## src/rtl/core/umpenc_pkg.sv

```systemverilog
`default_nettype none

package umpenc_pkg;

  localparam int PC_W = 4;
  typedef logic [PC_W-1:0] pc_t;

  localparam logic [3:0] FUNC_NOTE_ON    = 4'd0;
  localparam logic [3:0] FUNC_NOTE_OFF   = 4'd1;
  localparam logic [3:0] FUNC_PROGRAM    = 4'd2;
  localparam logic [3:0] FUNC_CC         = 4'd3;
  localparam logic [3:0] FUNC_BEND       = 4'd4;
  localparam logic [3:0] FUNC_CLOCKSTAMP = 4'd5;
  localparam logic [3:0] FUNC_DCTPQ      = 4'd6;
  localparam logic [3:0] FUNC_CLIP_START = 4'd7;
  localparam logic [3:0] FUNC_CLIP_END   = 4'd8;
  localparam logic [3:0] FUNC_TEMPO      = 4'd9;
  localparam logic [3:0] FUNC_TIMESIG    = 4'd10;

  localparam logic [3:0] STATUS_NOTE_ON  = 4'h9;
  localparam logic [3:0] STATUS_NOTE_OFF = 4'h8;
  localparam logic [3:0] STATUS_PROGRAM  = 4'hC;
  localparam logic [3:0] STATUS_CC       = 4'hB;
  localparam logic [3:0] STATUS_BEND     = 4'hE;

  localparam logic [3:0]  MT_CV          = 4'h2;
  localparam logic [3:0]  MT_FLEX        = 4'hD;
  localparam logic [3:0]  STATUS_STAMP   = 4'h4;
  localparam logic [3:0]  STATUS_DCTPQ   = 4'h3;
  localparam logic [15:0] TICK_CHUNK     = 16'hFFFF;
  localparam logic [13:0] BEND_MAX       = 14'h3FFF;
  localparam logic [31:0] CLIP_START_HDR = 32'hF020_0000;
  localparam logic [31:0] CLIP_END_HDR   = 32'hF021_0000;
  localparam logic [6:0]  TEMPO_SCALE    = 7'd100;

  typedef enum logic [3:0] {
    SEL_CV,
    SEL_STAMP,
    SEL_DCTPQ,
    SEL_CLIP_START,
    SEL_CLIP_END,
    SEL_TEMPO_HEAD,
    SEL_TEMPO_VAL,
    SEL_TSIG_HEAD,
    SEL_TSIG_VAL,
    SEL_ZERO
  } sel_t;

  typedef enum logic [1:0] {
    SEQ_NEXT,
    SEQ_JUMP,
    SEQ_LOOP,
    SEQ_END
  } seq_t;

  typedef enum logic {
    ST_IDLE,
    ST_RUN
  } state_t;

  typedef struct packed {
    sel_t sel;
    seq_t seq;
    pc_t  target;
  } uword_t;

  typedef struct packed {
    logic run;
    pc_t  pc;
  } entry_t;

  typedef struct packed {
    logic load;
    logic tick_dec;
    sel_t sel;
  } dp_ctl_t;

  localparam pc_t PC_CV         = 4'd0;
  localparam pc_t PC_STAMP      = 4'd1;
  localparam pc_t PC_DCTPQ      = 4'd2;
  localparam pc_t PC_CLIP_START = 4'd3;
  localparam pc_t PC_TAIL       = 4'd4;
  localparam pc_t PC_TAIL_END   = 4'd5;
  localparam pc_t PC_CLIP_END   = 4'd6;
  localparam pc_t PC_TEMPO      = 4'd7;
  localparam pc_t PC_TEMPO_VAL  = 4'd8;
  localparam pc_t PC_TSIG       = 4'd9;
  localparam pc_t PC_TSIG_VAL   = 4'd10;
  localparam pc_t PC_CLIP_PAD   = 4'd11;

  // Every step emits one word; the four-word events share a two-word zero tail.
  function automatic uword_t ucode(input pc_t pc);
    uword_t uw;
    case (pc)
      PC_CV:         uw = '{sel: SEL_CV,         seq: SEQ_END,  target: PC_CV};
      PC_STAMP:      uw = '{sel: SEL_STAMP,      seq: SEQ_LOOP, target: PC_STAMP};
      PC_DCTPQ:      uw = '{sel: SEL_DCTPQ,      seq: SEQ_END,  target: PC_DCTPQ};
      PC_CLIP_START: uw = '{sel: SEL_CLIP_START, seq: SEQ_JUMP, target: PC_CLIP_PAD};
      PC_TAIL:       uw = '{sel: SEL_ZERO,       seq: SEQ_NEXT, target: PC_TAIL};
      PC_TAIL_END:   uw = '{sel: SEL_ZERO,       seq: SEQ_END,  target: PC_TAIL_END};
      PC_CLIP_END:   uw = '{sel: SEL_CLIP_END,   seq: SEQ_JUMP, target: PC_CLIP_PAD};
      PC_TEMPO:      uw = '{sel: SEL_TEMPO_HEAD, seq: SEQ_NEXT, target: PC_TEMPO};
      PC_TEMPO_VAL:  uw = '{sel: SEL_TEMPO_VAL,  seq: SEQ_JUMP, target: PC_TAIL};
      PC_TSIG:       uw = '{sel: SEL_TSIG_HEAD,  seq: SEQ_NEXT, target: PC_TSIG};
      PC_TSIG_VAL:   uw = '{sel: SEL_TSIG_VAL,   seq: SEQ_JUMP, target: PC_TAIL};
      PC_CLIP_PAD:   uw = '{sel: SEL_ZERO,       seq: SEQ_JUMP, target: PC_TAIL};
      default:       uw = '{sel: SEL_ZERO,       seq: SEQ_END,  target: PC_CV};
    endcase
    return uw;
  endfunction

  function automatic entry_t entry(input logic [3:0] f);
    entry_t e;
    case (f)
      FUNC_NOTE_ON, FUNC_NOTE_OFF, FUNC_PROGRAM, FUNC_CC, FUNC_BEND:
        e = '{run: 1'b1, pc: PC_CV};
      FUNC_CLOCKSTAMP: e = '{run: 1'b1, pc: PC_STAMP};
      FUNC_DCTPQ:      e = '{run: 1'b1, pc: PC_DCTPQ};
      FUNC_CLIP_START: e = '{run: 1'b1, pc: PC_CLIP_START};
      FUNC_CLIP_END:   e = '{run: 1'b1, pc: PC_CLIP_END};
      FUNC_TEMPO:      e = '{run: 1'b1, pc: PC_TEMPO};
      FUNC_TIMESIG:    e = '{run: 1'b1, pc: PC_TSIG};
      default:         e = '{run: 1'b0, pc: PC_CV};
    endcase
    return e;
  endfunction

  // Number of thirty-second notes in one beat of the given denominator.
  function automatic logic [7:0] thirty_seconds(input logic [7:0] d);
    logic [7:0] n;
    case (d) inside
      8'd1:         n = 8'd32;
      8'd2:         n = 8'd16;
      8'd3:         n = 8'd10;
      8'd4:         n = 8'd8;
      8'd5:         n = 8'd6;
      8'd6:         n = 8'd5;
      [8'd7:8'd8]:  n = 8'd4;
      [8'd9:8'd10]: n = 8'd3;
      [8'd11:8'd16]: n = 8'd2;
      [8'd17:8'd32]: n = 8'd1;
      default:      n = 8'd0;
    endcase
    return n;
  endfunction

  function automatic logic [2:0] floor_log2(input logic [7:0] d);
    logic [2:0] p;
    p = 3'd0;
    for (int i = 1; i < 8; i++) begin
      if (d[i]) begin
        p = 3'(i);
      end
    end
    return p;
  endfunction

endpackage

`default_nettype wire

```

## src/rtl/core/ump_event_word_encoder.sv

```systemverilog
// An accepted item starts the sequencer, which registers its first word at the output.
// The microcode sequencer emits one word per step while the output register is free.
// The input stalls until the last word: one for channel voice and DCTPQ, four for clip, tempo
// and time signature, up to MAX_CLOCKSTAMP_WORDS for a clockstamp; unknown items emit none.
// Reset returns the sequencer to idle and empties the output register.
`default_nettype none

module ump_event_word_encoder #(
  parameter int MAX_CLOCKSTAMP_WORDS = 63
) (
  input  wire         clk,
  input  wire         rst,
  input  wire         in_valid,
  output logic        in_stall,
  input  wire  [3:0]  func,
  input  wire  [3:0]  group,
  input  wire  [3:0]  channel,
  input  wire  [7:0]  key,
  input  wire  [7:0]  small_value,
  input  wire  [31:0] wide_value,
  output logic        out_valid,
  input  wire         out_stall,
  output logic [31:0] word,
  output logic        last
);

  umpenc_pkg::dp_ctl_t ctl;
  logic                busy;
  logic                emit;
  logic                seq_last;
  logic                more;
  logic                out_free;
  logic [31:0]         dp_word;

  assign out_free = !out_valid || !out_stall;
  assign in_stall = busy;

  umpenc_seq u_seq (
    .clk       (clk),
    .rst       (rst),
    .in_valid  (in_valid),
    .func      (func),
    .out_free  (out_free),
    .more      (more),
    .busy      (busy),
    .emit      (emit),
    .last_word (seq_last),
    .ctl       (ctl)
  );

  umpenc_dp #(
    .MAX_CLOCKSTAMP_WORDS (MAX_CLOCKSTAMP_WORDS)
  ) u_dp (
    .clk         (clk),
    .ctl         (ctl),
    .func        (func),
    .group       (group),
    .channel     (channel),
    .key         (key),
    .small_value (small_value),
    .wide_value  (wide_value),
    .more        (more),
    .word        (dp_word)
  );

  always_ff @(posedge clk) begin
    if (rst) begin
      out_valid <= 1'b0;
    end else if (emit) begin
      out_valid <= 1'b1;
    end else if (!out_stall) begin
      out_valid <= 1'b0;
    end
  end

  always_ff @(posedge clk) begin
    if (emit) begin
      word <= dp_word;
      last <= seq_last;
    end
  end

  a_known_func_runs: assert property (@(posedge clk) disable iff (rst)
    (in_valid && !in_stall && func <= umpenc_pkg::FUNC_TIMESIG) |=> in_stall)
    else $error("known item did not start the sequencer");

  a_unknown_func_drops: assert property (@(posedge clk) disable iff (rst)
    (in_valid && !in_stall && func > umpenc_pkg::FUNC_TIMESIG) |=> !in_stall)
    else $error("unknown item started the sequencer");

  a_last_ends_item: assert property (@(posedge clk) disable iff (rst)
    (emit && seq_last) |=> (!in_stall && out_valid && last))
    else $error("final word did not end the item");

endmodule

`default_nettype wire

```

## src/rtl/core/umpenc_dp.sv

```systemverilog
`default_nettype none

module umpenc_dp #(
  parameter int MAX_CLOCKSTAMP_WORDS = 63
) (
  input  wire                     clk,
  input  umpenc_pkg::dp_ctl_t     ctl,
  input  wire  [3:0]              func,
  input  wire  [3:0]              group,
  input  wire  [3:0]              channel,
  input  wire  [7:0]              key,
  input  wire  [7:0]              small_value,
  input  wire  [31:0]             wide_value,
  output logic                    more,
  output logic [31:0]             word
);

  localparam int unsigned LIMIT  = MAX_CLOCKSTAMP_WORDS * 65535;
  localparam int          TICK_W = $clog2(LIMIT + 1);

  logic [3:0]        func_q;
  logic [3:0]        group_q;
  logic [3:0]        channel_q;
  logic [7:0]        key_q;
  logic [7:0]        sv_q;
  logic [31:0]       wv_q;
  logic [TICK_W-1:0] ticks;
  logic [38:0]       product;
  logic [38:0]       product_next;

  logic [3:0]  status;
  logic [6:0]  d1;
  logic [6:0]  d2;
  logic [13:0] bend;
  logic [15:0] tpq;
  logic [31:0] tempo;

  assign product_next = 39'(wv_q) * 39'(umpenc_pkg::TEMPO_SCALE);

  always_ff @(posedge clk) begin
    product <= product_next;
    if (ctl.load) begin
      func_q    <= func;
      group_q   <= group;
      channel_q <= channel;
      key_q     <= key;
      sv_q      <= small_value;
      wv_q      <= wide_value;
      ticks     <= (wide_value > 32'(LIMIT)) ? TICK_W'(LIMIT) : wide_value[TICK_W-1:0];
    end else if (ctl.tick_dec) begin
      ticks <= ticks - TICK_W'(umpenc_pkg::TICK_CHUNK);
    end
  end

  assign more  = ticks > TICK_W'(umpenc_pkg::TICK_CHUNK);
  assign bend  = (wv_q > 32'(umpenc_pkg::BEND_MAX)) ? umpenc_pkg::BEND_MAX : wv_q[13:0];
  assign tpq   = (wv_q > 32'(umpenc_pkg::TICK_CHUNK)) ? umpenc_pkg::TICK_CHUNK : wv_q[15:0];
  assign tempo = (product[38:32] != 7'd0) ? 32'hFFFF_FFFF : product[31:0];

  always_comb begin
    case (func_q)
      umpenc_pkg::FUNC_NOTE_ON:  status = umpenc_pkg::STATUS_NOTE_ON;
      umpenc_pkg::FUNC_NOTE_OFF: status = umpenc_pkg::STATUS_NOTE_OFF;
      umpenc_pkg::FUNC_PROGRAM:  status = umpenc_pkg::STATUS_PROGRAM;
      umpenc_pkg::FUNC_CC:       status = umpenc_pkg::STATUS_CC;
      default:                   status = umpenc_pkg::STATUS_BEND;
    endcase
    if (func_q == umpenc_pkg::FUNC_BEND) begin
      d1 = bend[6:0];
      d2 = bend[13:7];
    end else if (func_q == umpenc_pkg::FUNC_PROGRAM) begin
      d1 = key_q[6:0];
      d2 = 7'd0;
    end else begin
      d1 = key_q[6:0];
      d2 = sv_q[6:0];
    end
  end

  always_comb begin
    case (ctl.sel)
      umpenc_pkg::SEL_CV:
        word = {umpenc_pkg::MT_CV, group_q, status, channel_q, 1'b0, d1, 1'b0, d2};
      umpenc_pkg::SEL_STAMP:
        word = {4'h0, group_q, umpenc_pkg::STATUS_STAMP, 4'h0,
                more ? umpenc_pkg::TICK_CHUNK : ticks[15:0]};
      umpenc_pkg::SEL_DCTPQ:
        word = {8'h00, umpenc_pkg::STATUS_DCTPQ, 4'h0, tpq};
      umpenc_pkg::SEL_CLIP_START: word = umpenc_pkg::CLIP_START_HDR;
      umpenc_pkg::SEL_CLIP_END:   word = umpenc_pkg::CLIP_END_HDR;
      umpenc_pkg::SEL_TEMPO_HEAD: word = {umpenc_pkg::MT_FLEX, group_q, 24'h00_0000};
      umpenc_pkg::SEL_TEMPO_VAL:  word = tempo;
      umpenc_pkg::SEL_TSIG_HEAD:  word = {umpenc_pkg::MT_FLEX, group_q, 24'h00_0001};
      umpenc_pkg::SEL_TSIG_VAL:
        word = {key_q, 5'd0, umpenc_pkg::floor_log2(sv_q),
                umpenc_pkg::thirty_seconds(sv_q), 8'h00};
      default: word = 32'h0000_0000;
    endcase
  end

endmodule

`default_nettype wire

```

## src/rtl/core/umpenc_seq.sv

```systemverilog
`default_nettype none

module umpenc_seq (
  input  wire                     clk,
  input  wire                     rst,
  input  wire                     in_valid,
  input  wire  [3:0]              func,
  input  wire                     out_free,
  input  wire                     more,
  output logic                    busy,
  output logic                    emit,
  output logic                    last_word,
  output umpenc_pkg::dp_ctl_t     ctl
);

  umpenc_pkg::state_t state;
  umpenc_pkg::state_t state_next;
  umpenc_pkg::pc_t    pc;
  umpenc_pkg::pc_t    pc_next;
  umpenc_pkg::uword_t uw;
  umpenc_pkg::entry_t ent;

  assign uw  = umpenc_pkg::ucode(pc);
  assign ent = umpenc_pkg::entry(func);

  always_ff @(posedge clk) begin
    if (rst) begin
      state <= umpenc_pkg::ST_IDLE;
      pc    <= umpenc_pkg::PC_CV;
    end else begin
      state <= state_next;
      pc    <= pc_next;
    end
  end

  always_comb begin
    state_next = state;
    pc_next    = pc;
    case (state)
      umpenc_pkg::ST_IDLE: begin
        if (in_valid && ent.run) begin
          state_next = umpenc_pkg::ST_RUN;
          pc_next    = ent.pc;
        end
      end
      umpenc_pkg::ST_RUN: begin
        if (out_free) begin
          case (uw.seq)
            umpenc_pkg::SEQ_NEXT: pc_next = pc + umpenc_pkg::pc_t'(1);
            umpenc_pkg::SEQ_JUMP: pc_next = uw.target;
            umpenc_pkg::SEQ_LOOP: begin
              if (!more) begin
                state_next = umpenc_pkg::ST_IDLE;
              end
            end
            default: state_next = umpenc_pkg::ST_IDLE;
          endcase
        end
      end
      default: state_next = umpenc_pkg::ST_IDLE;
    endcase
  end

  always_comb begin
    busy         = (state == umpenc_pkg::ST_RUN);
    emit         = busy && out_free;
    last_word    = (uw.seq == umpenc_pkg::SEQ_END) ||
                   ((uw.seq == umpenc_pkg::SEQ_LOOP) && !more);
    ctl.load     = (state == umpenc_pkg::ST_IDLE) && in_valid;
    ctl.tick_dec = emit && (uw.seq == umpenc_pkg::SEQ_LOOP) && more;
    ctl.sel      = uw.sel;
  end

endmodule

`default_nettype wire
```

## config.mk

```make
export PLATFORM = sky130hd
export DESIGN_NAME = ump_event_word_encoder
export DESIGN_NICKNAME = d
export VERILOG_FILES = /design/src/rtl/core/umpenc_pkg.sv /design/src/rtl/core/ump_event_word_encoder.sv /design/src/rtl/core/umpenc_dp.sv /design/src/rtl/core/umpenc_seq.sv
export SDC_FILE = /design/constraint.sdc
export NUM_CORES = 1
export LEC_CHECK = 0
export BUFFER_PORTS_ARGS = -buffer_cell sky130_fd_sc_hd__buf_2
export CAP_MARGIN = 10
export CORE_MARGIN = 4
export CORE_UTILIZATION = 50
export DETAILED_ROUTE_END_ITERATION = 12
export GPL_ROUTABILITY_DRIVEN = 0
export PLACE_DENSITY = 0.8
export RECOVER_POWER = 50
export SYNTH_ARGS = -nofsm -noshare
export SYNTH_HDL_FRONTEND = slang
export SYNTH_HIERARCHICAL = 1
export SYNTH_SLANG_ARGS = --single-unit
```

## constraint.sdc

```tcl
create_clock -name clk -period 10.8 [get_ports clk]
set_input_delay 1.08 -clock clk [delete_from_list [all_inputs] [get_ports clk]]
set_output_delay 1.08 -clock clk [all_outputs]
set_load 0.05 [all_outputs]
```

Yosys cells after proc, flatten, opt, wreduce, memory -nomap -nowiden

Memory sizes are Yosys's and may differ from the RTL's. A register that Yosys moved wholly into a read port is not among the register bits.
Cells that the tools add are included.

Flip-flop bits (word level): 158
Memory bits (read-only): 240
Output and inout port bits: 35
Memories: 2

Add/subtract/negate cells: 2
$mul: 1
Magnitude comparators: 12
Equal/unequal tests: 25
Mux-type cells: 42
Bitwise logic cells: 1
Reductions and logical operators: 22

Memory list:

| name            | words | width | read ports | clocked after Yosys merged registers in | wr ports | RTL line          | source |
|---|---|---|---|---|---|---|---|
| (no name shown) | 16    | 10    | 1          | 1                                       | 0        | umpenc_pkg.sv:94  | `case (pc)` |
| (no name shown) | 16    | 5     | 1          | 0                                       | 0        | umpenc_pkg.sv:114 | `case (f)` |

Operators with widths:

| operator                                                                | count |
|---|---|
| 32-bit one-hot mux with 9 select lines                                  | 1 |
| 8-bit 2-to-1 mux                                                        | 9 |
| 22-bit 2-to-1 mux                                                       | 3 |
| 32-bit by 5-bit multiplier with 37-bit output (second input constant)   | 1 |
| 32-bit by 14-bit > comparator with 1-bit output (second input constant) | 1 |
| 32-bit by 16-bit > comparator with 1-bit output (second input constant) | 1 |
| 32-bit by 22-bit > comparator with 1-bit output (second input constant) | 1 |
| 16-bit 2-to-1 mux                                                       | 2 |
| 32-bit 2-to-1 mux                                                       | 1 |
| 8-bit by 3-bit equality test with 1-bit output (second input constant)  | 3 |
| 22-bit by 16-bit > comparator with 1-bit output (second input constant) | 1 |
| 22-bit by 16-bit subtractor with 22-bit output (second input constant)  | 1 |
| 7-bit 2-to-1 mux                                                        | 3 |
| 4-bit by 3-bit equality test with 1-bit output (second input constant)  | 5 |
| 4-bit by 2-bit equality test with 1-bit output (second input constant)  | 4 |
| 8-bit by 2-bit equality test with 1-bit output (second input constant)  | 2 |
| 8-bit by 4-bit >= comparator with 1-bit output (second input constant)  | 2 |
| 8-bit by 4-bit <= comparator with 1-bit output (second input constant)  | 2 |
| 4-bit 2-to-1 mux                                                        | 4 |
| 4-bit one-hot mux with 2 select lines                                   | 2 |
| 14-bit 2-to-1 mux                                                       | 1 |
| 3-bit 2-to-1 mux                                                        | 4 |
| 3-bit one-hot mux with 4 select lines                                   | 1 |
| 1-bit logical AND                                                       | 10 |
| 24 further kinds                                                        | 40 |

Depth between registers and ports, before layout

Word-level depth: 13
Mapped depth: 16
Depth with buffers taken out: 14

Modules after synthesis

The synthesis kept the hierarchy.

Modules (own cells, without submodules):

| module                 | times used | cells each | area an instance (µm²) | sequential area each (µm²) |
|---|---|---|---|---|
| umpenc_dp              | 1          | 967        | 9037.4                 | 3203.1 |
| umpenc_seq             | 1          | 111        | 1038.5                 | 300.3 |
| ump_event_word_encoder | 1          | 37         | 1023.5                 | 1011.0 |

Least setup slack after synthesis

OpenSTA, ideal clock, no wires.

Kind: input to register
Start point: input in_valid
End point: register u_dp.ticks[11], data pin
Setup time: 270 ps
Data arrival time: 3761 ps
Data required time: 10530 ps
Path slack: 6768 ps
Stages: 10
Buffers on the path: 2
Cells stage by stage: nand2b_4 -> inv_1 -> clkbuf_1 -> inv_2 -> nor4_1 -> nand3_1 -> o21bai_1 -> clkbuf_1 -> nor2_1 -> a21oi_1

RTL lines:

| item                 | RTL line                     | source |
|---|---|---|
| from (decl)          | ump_event_word_encoder.sv:13 | `input wire in_valid,` |
| to (signal assigned) | umpenc_dp.sv:49              | `ticks <= (wide_value > 32'(LIMIT)) ? TICK_W'(LIMIT) : wide_value[TICK_W-1:0];` |
| to (signal assigned) | umpenc_dp.sv:51              | `ticks <= ticks - TICK_W'(umpenc_pkg::TICK_CHUNK);` |
| to (decl)            | umpenc_dp.sv:27              | `logic [TICK_W-1:0] ticks;` |

==> metrics.md <==
| Metric | Value |
|---|---|
| Outcome | `complete, but fails checks` |
| Slew @ Worst Pin | `3650 ps` |
| Tmin final | `5910 ps` |
| DR vias/cell | `5.86` |
| Worst Setup Path Type | `in -> reg` |
| Initial antenna violation count | `2` |
| Lkg Pwr | `0.00528 uW` |
| RSZ-0062 raised after global routing | `no` |
| Cell Chain, Critical Path | `buf_2 > nand2b_1 > clkinv_1 > clkbuf_1 > inv_2 > nor4_1 > nand3_1 > o21bai_1 > buf_4 > o22a_1` |
| Mapped Nets | `1327` |
| Post-synth EDFFs | `115` |
| Worst vdd ir | `0.112 mV` |
| Violated checks | `capacitance limit, slew limit` |
| Yosys reg bits | `168` |
| Crit. End Element | `flop` |
| Post-CTS Setup Bufs | `0` |
| Worst rel slew slack | `-143%` |
| Complex-gate fraction of the synthesized area | `17.6%` |
| Crit start category | `primary input` |
| Initial drt markers | `936` |
| Post-synth top area share | `31.1%` |
| DRC viols | `0` |
| Multi-input gate area | `0.00583 sq mm` |
| Layout cells sized above 1 | `11.3%` |
| Period utilization | `54.7%` |
| Fin. max-slew vios | `105` |
| First-pass DRT Iterations | `6` |
| Largest net degree at the start of global routing | `69` |
| Hold-fix buffer count after cts | `0` |
| Site row count | `54` |
| Mapped Area | `0.0111 sq mm` |
| Synth area leaders | `edfxtp_1 (31%), ha_1 (14%), dfxtp_1 (9.6%), inv_1 (5.5%), fa_1 (4.9%)` |
| Total grt overflow | `0` |
| Placed Area | `0.0119 sq mm` |
| Fraction of the mapped netlist area in adder cells | `18.5%` |
| Root Driver | `clkbuf_16` |
| Die W | `157 microns` |
| H-tree levels | `4` |
| Hold Crit Class | `reg -> reg` |
| CP max FO | `68` |
| Post-synth top cells | `inv_1 (162), ha_1 (121), edfxtp_1 (115)` |
| Setup Skew | `15.1 ps` |
| Total CTS buffers | `17` |
| CP top delay family | `buffers and inverters` |
| Starting Density | `50.9%` |
| Post-route design area | `0.0124 sq mm` |
| Arr. time, crit path | `6080 ps` |
| Largest area contributor in the netlist | `edfxtp_1` |
| Post-synthesis mux area share | `0.586%` |
| Xor/xnor share of the synthesized area | `3.31%` |
| Synth warn | `6` |
| Post-cts sizing count | `0` |
| Layout filler cell count | `1815` |
| Biggest cell delay along the critical path | `2560 ps` |
| GRT Resource Usage Total | `21.9%` |
| Maxcap violations | `2` |
| Critical-path top delay cell | `clkbuf_1` |
| Vias in the first global route | `8447` |
| PwrDens | `186 mW/mm^2` |
| Die height | `157 microns` |
| Avg WL per Cell | `18.0 microns` |
| Synth async-reset ratio | `0%` |
| Synth Area in Simple Gates | `12.4%` |
| Clk_lat worst skew | `440 ps` |
| Final Hold Viols | `0` |
| TNS Setup | `0 ps` |
| Post-synthesis sequential area ratio | `40.7%` |
| Post-route ant nets | `0` |
| Routed wire length | `26900 microns` |
| Req. time, crit path | `10970 ps` |
| Reg clk slew, reported paths | `70 ps` |
| Nets | `1416` |
| Synth unique cells | `87` |
| Gate Count Post-Synth | `1115` |
| DIE AREA | `0.0246 sq mm` |
| Dpl hpwl | `20400 microns` |
| Antenna Cells | `0` |
| Mean post-synth cell area | `9.95 sq um` |
| Clock Sinks | `168` |
| PortBufs | `98` |
| Most frequent cell after synthesis | `inv_1` |
| Power Total | `2300 uW` |
| Post-synth top flop | `edfxtp_1` |
| Fmax | `169 MHz` |
| Core Area | `0.0218 sq mm` |
| Worst path buffer plus inverter count | `5` |
| Sequential cell area | `0.00451 sq mm` |
| Main combinational cell family by area after synthesis | `adder cells` |
| Max Buffers Root-to-Sink | `2` |
| Flop2flop setup slack | `5060 ps` |
| Setup violations, final | `0` |
| Syn-to-layout area delta | `11.6%` |
| TritonCTS clock tree | `built` |
| Vias | `8766` |
| Global-route wire length before repair | `42900 microns` |
| Io pins | `99` |
-- worst reg2reg max path, stage by stage (launching register included) --
cell	delay, ps
dfxtp_1	400
nand2b_1	310
clkinv_1	80
clkbuf_1	2560
inv_2	770
nor4_1	420
nand3_1	280
o21bai_1	240
buf_4	200
o22a_1	210
-- stage by stage --
stage | cells | setup WS, ps | util, % | hold slack (ps)
after global routing | 1497 | 4360 | 56.8 | 529
after detailed placement | 1464 | 6970 | 54.4 | 473
final | 1497 | 4890 | 56.8 | 502
after global placement | 1464 | 7060 | 54.4 | 449
after CTS | 1496 | 6920 | 57.0 | 488
after floorplan | 1115 | 6770 | - | 415
-- area by class of cell --
type | count | area share (%)
multi-input combinational | 746 | 47.1
sequential | 168 | 36.4
inverter | 166 | 5.03
timing repair buffer | 105 | 3.96
clock buffer | 18 | 3.46
tap | 280 | 2.83
clock inverter | 14 | 1.23
-- cells in the final DEF, fill, tap and decap left out, types with 5 or more instances in the layout --
cell type	instances
fa_1	27
o31ai_1	5
nor3_1	23
nand3_1	21
o21ai_1	5
ha_1	121
a211oi_1	7
buf_2	65
o211ai_1	14
o21bai_1	6
o22ai_1	6
o221ai_1	13
inv_6	5
and2_1	7
nand2_1	40
dfxtp_1	53
nand2b_1	14
o21ai_0	94
o21a_1	9
a31oi_1	7
a21o_1	10
mux2i_1	5
xor2_1	13
and3_1	9
nor2b_1	14
edfxtp_1	115
xnor2_1	29
inv_1	161
nand4_1	22
nor4_1	6
a21boi_0	8
a21oi_1	58
clkbuf_1	37
clkbuf_16	17
nor2_1	68
-- state kept, by name, summed over array words and instances (netlist names) --
signal          cells
last                1
out_valid           1
u_dp/channel_q      4
u_dp/func_q         4
u_dp/group_q        4
u_dp/key_q          8
u_dp/product       37
u_dp/sv_q           8
u_dp/ticks         22
u_dp/wv_q          32
u_seq/busy          1
u_seq/pc            4
u_seq/uw           10
word               32
-- path summary, 6_finish.rpt --
| path | start | endpoint | cells past startpoint |
|---|---|---|---|
| worst max-delay path | in_valid | u_dp/ticks[13] | 10 |
| worst min-delay path | u_dp/wv_q[2] | u_dp/product[4] | 0 |
| worst max register to register | u_seq/busy | u_dp/ticks[13] | 9 |
| worst min register to register | u_dp/wv_q[2] | u_dp/product[4] | 0 |
-- kinds of logic (layout without fill, tap and decap cells) --
kind of cell,Yosys count,count (layout)
compound gates,292,292
xor+xnor,42,42
fa+ha+maj,148,148
buf+inv,201,303
flops,168,168
mux,6,6
simple gates,258,258
-- layer usage --
| layer | up-vias | GRT usage, % | part of all wire (%) |
|---|---|---|---|
| met4 | 4 | 8.43 | 3.3 |
| met1 | 4071 | 29.2 | 42 |
| met3 | 77 | 5.39 | 8.4 |
| li1 | 4175 | - | - |
| met2 | 439 | 34.7 | 46 |
| met5 | - | 0 | 0.10 |
-- power breakdown --
| group | switching, uW | leakage, uW | internal [uW] |
|---|---|---|---|
| Clock | 282 | 0.000281 | 328 |
| Sequential | 67.7 | 0.00153 | 819 |
| Combinational | 500 | 0.00347 | 308 |
| Total | 849 | 0.00528 | 1450 |
Power figures use the tool's default switching activity.
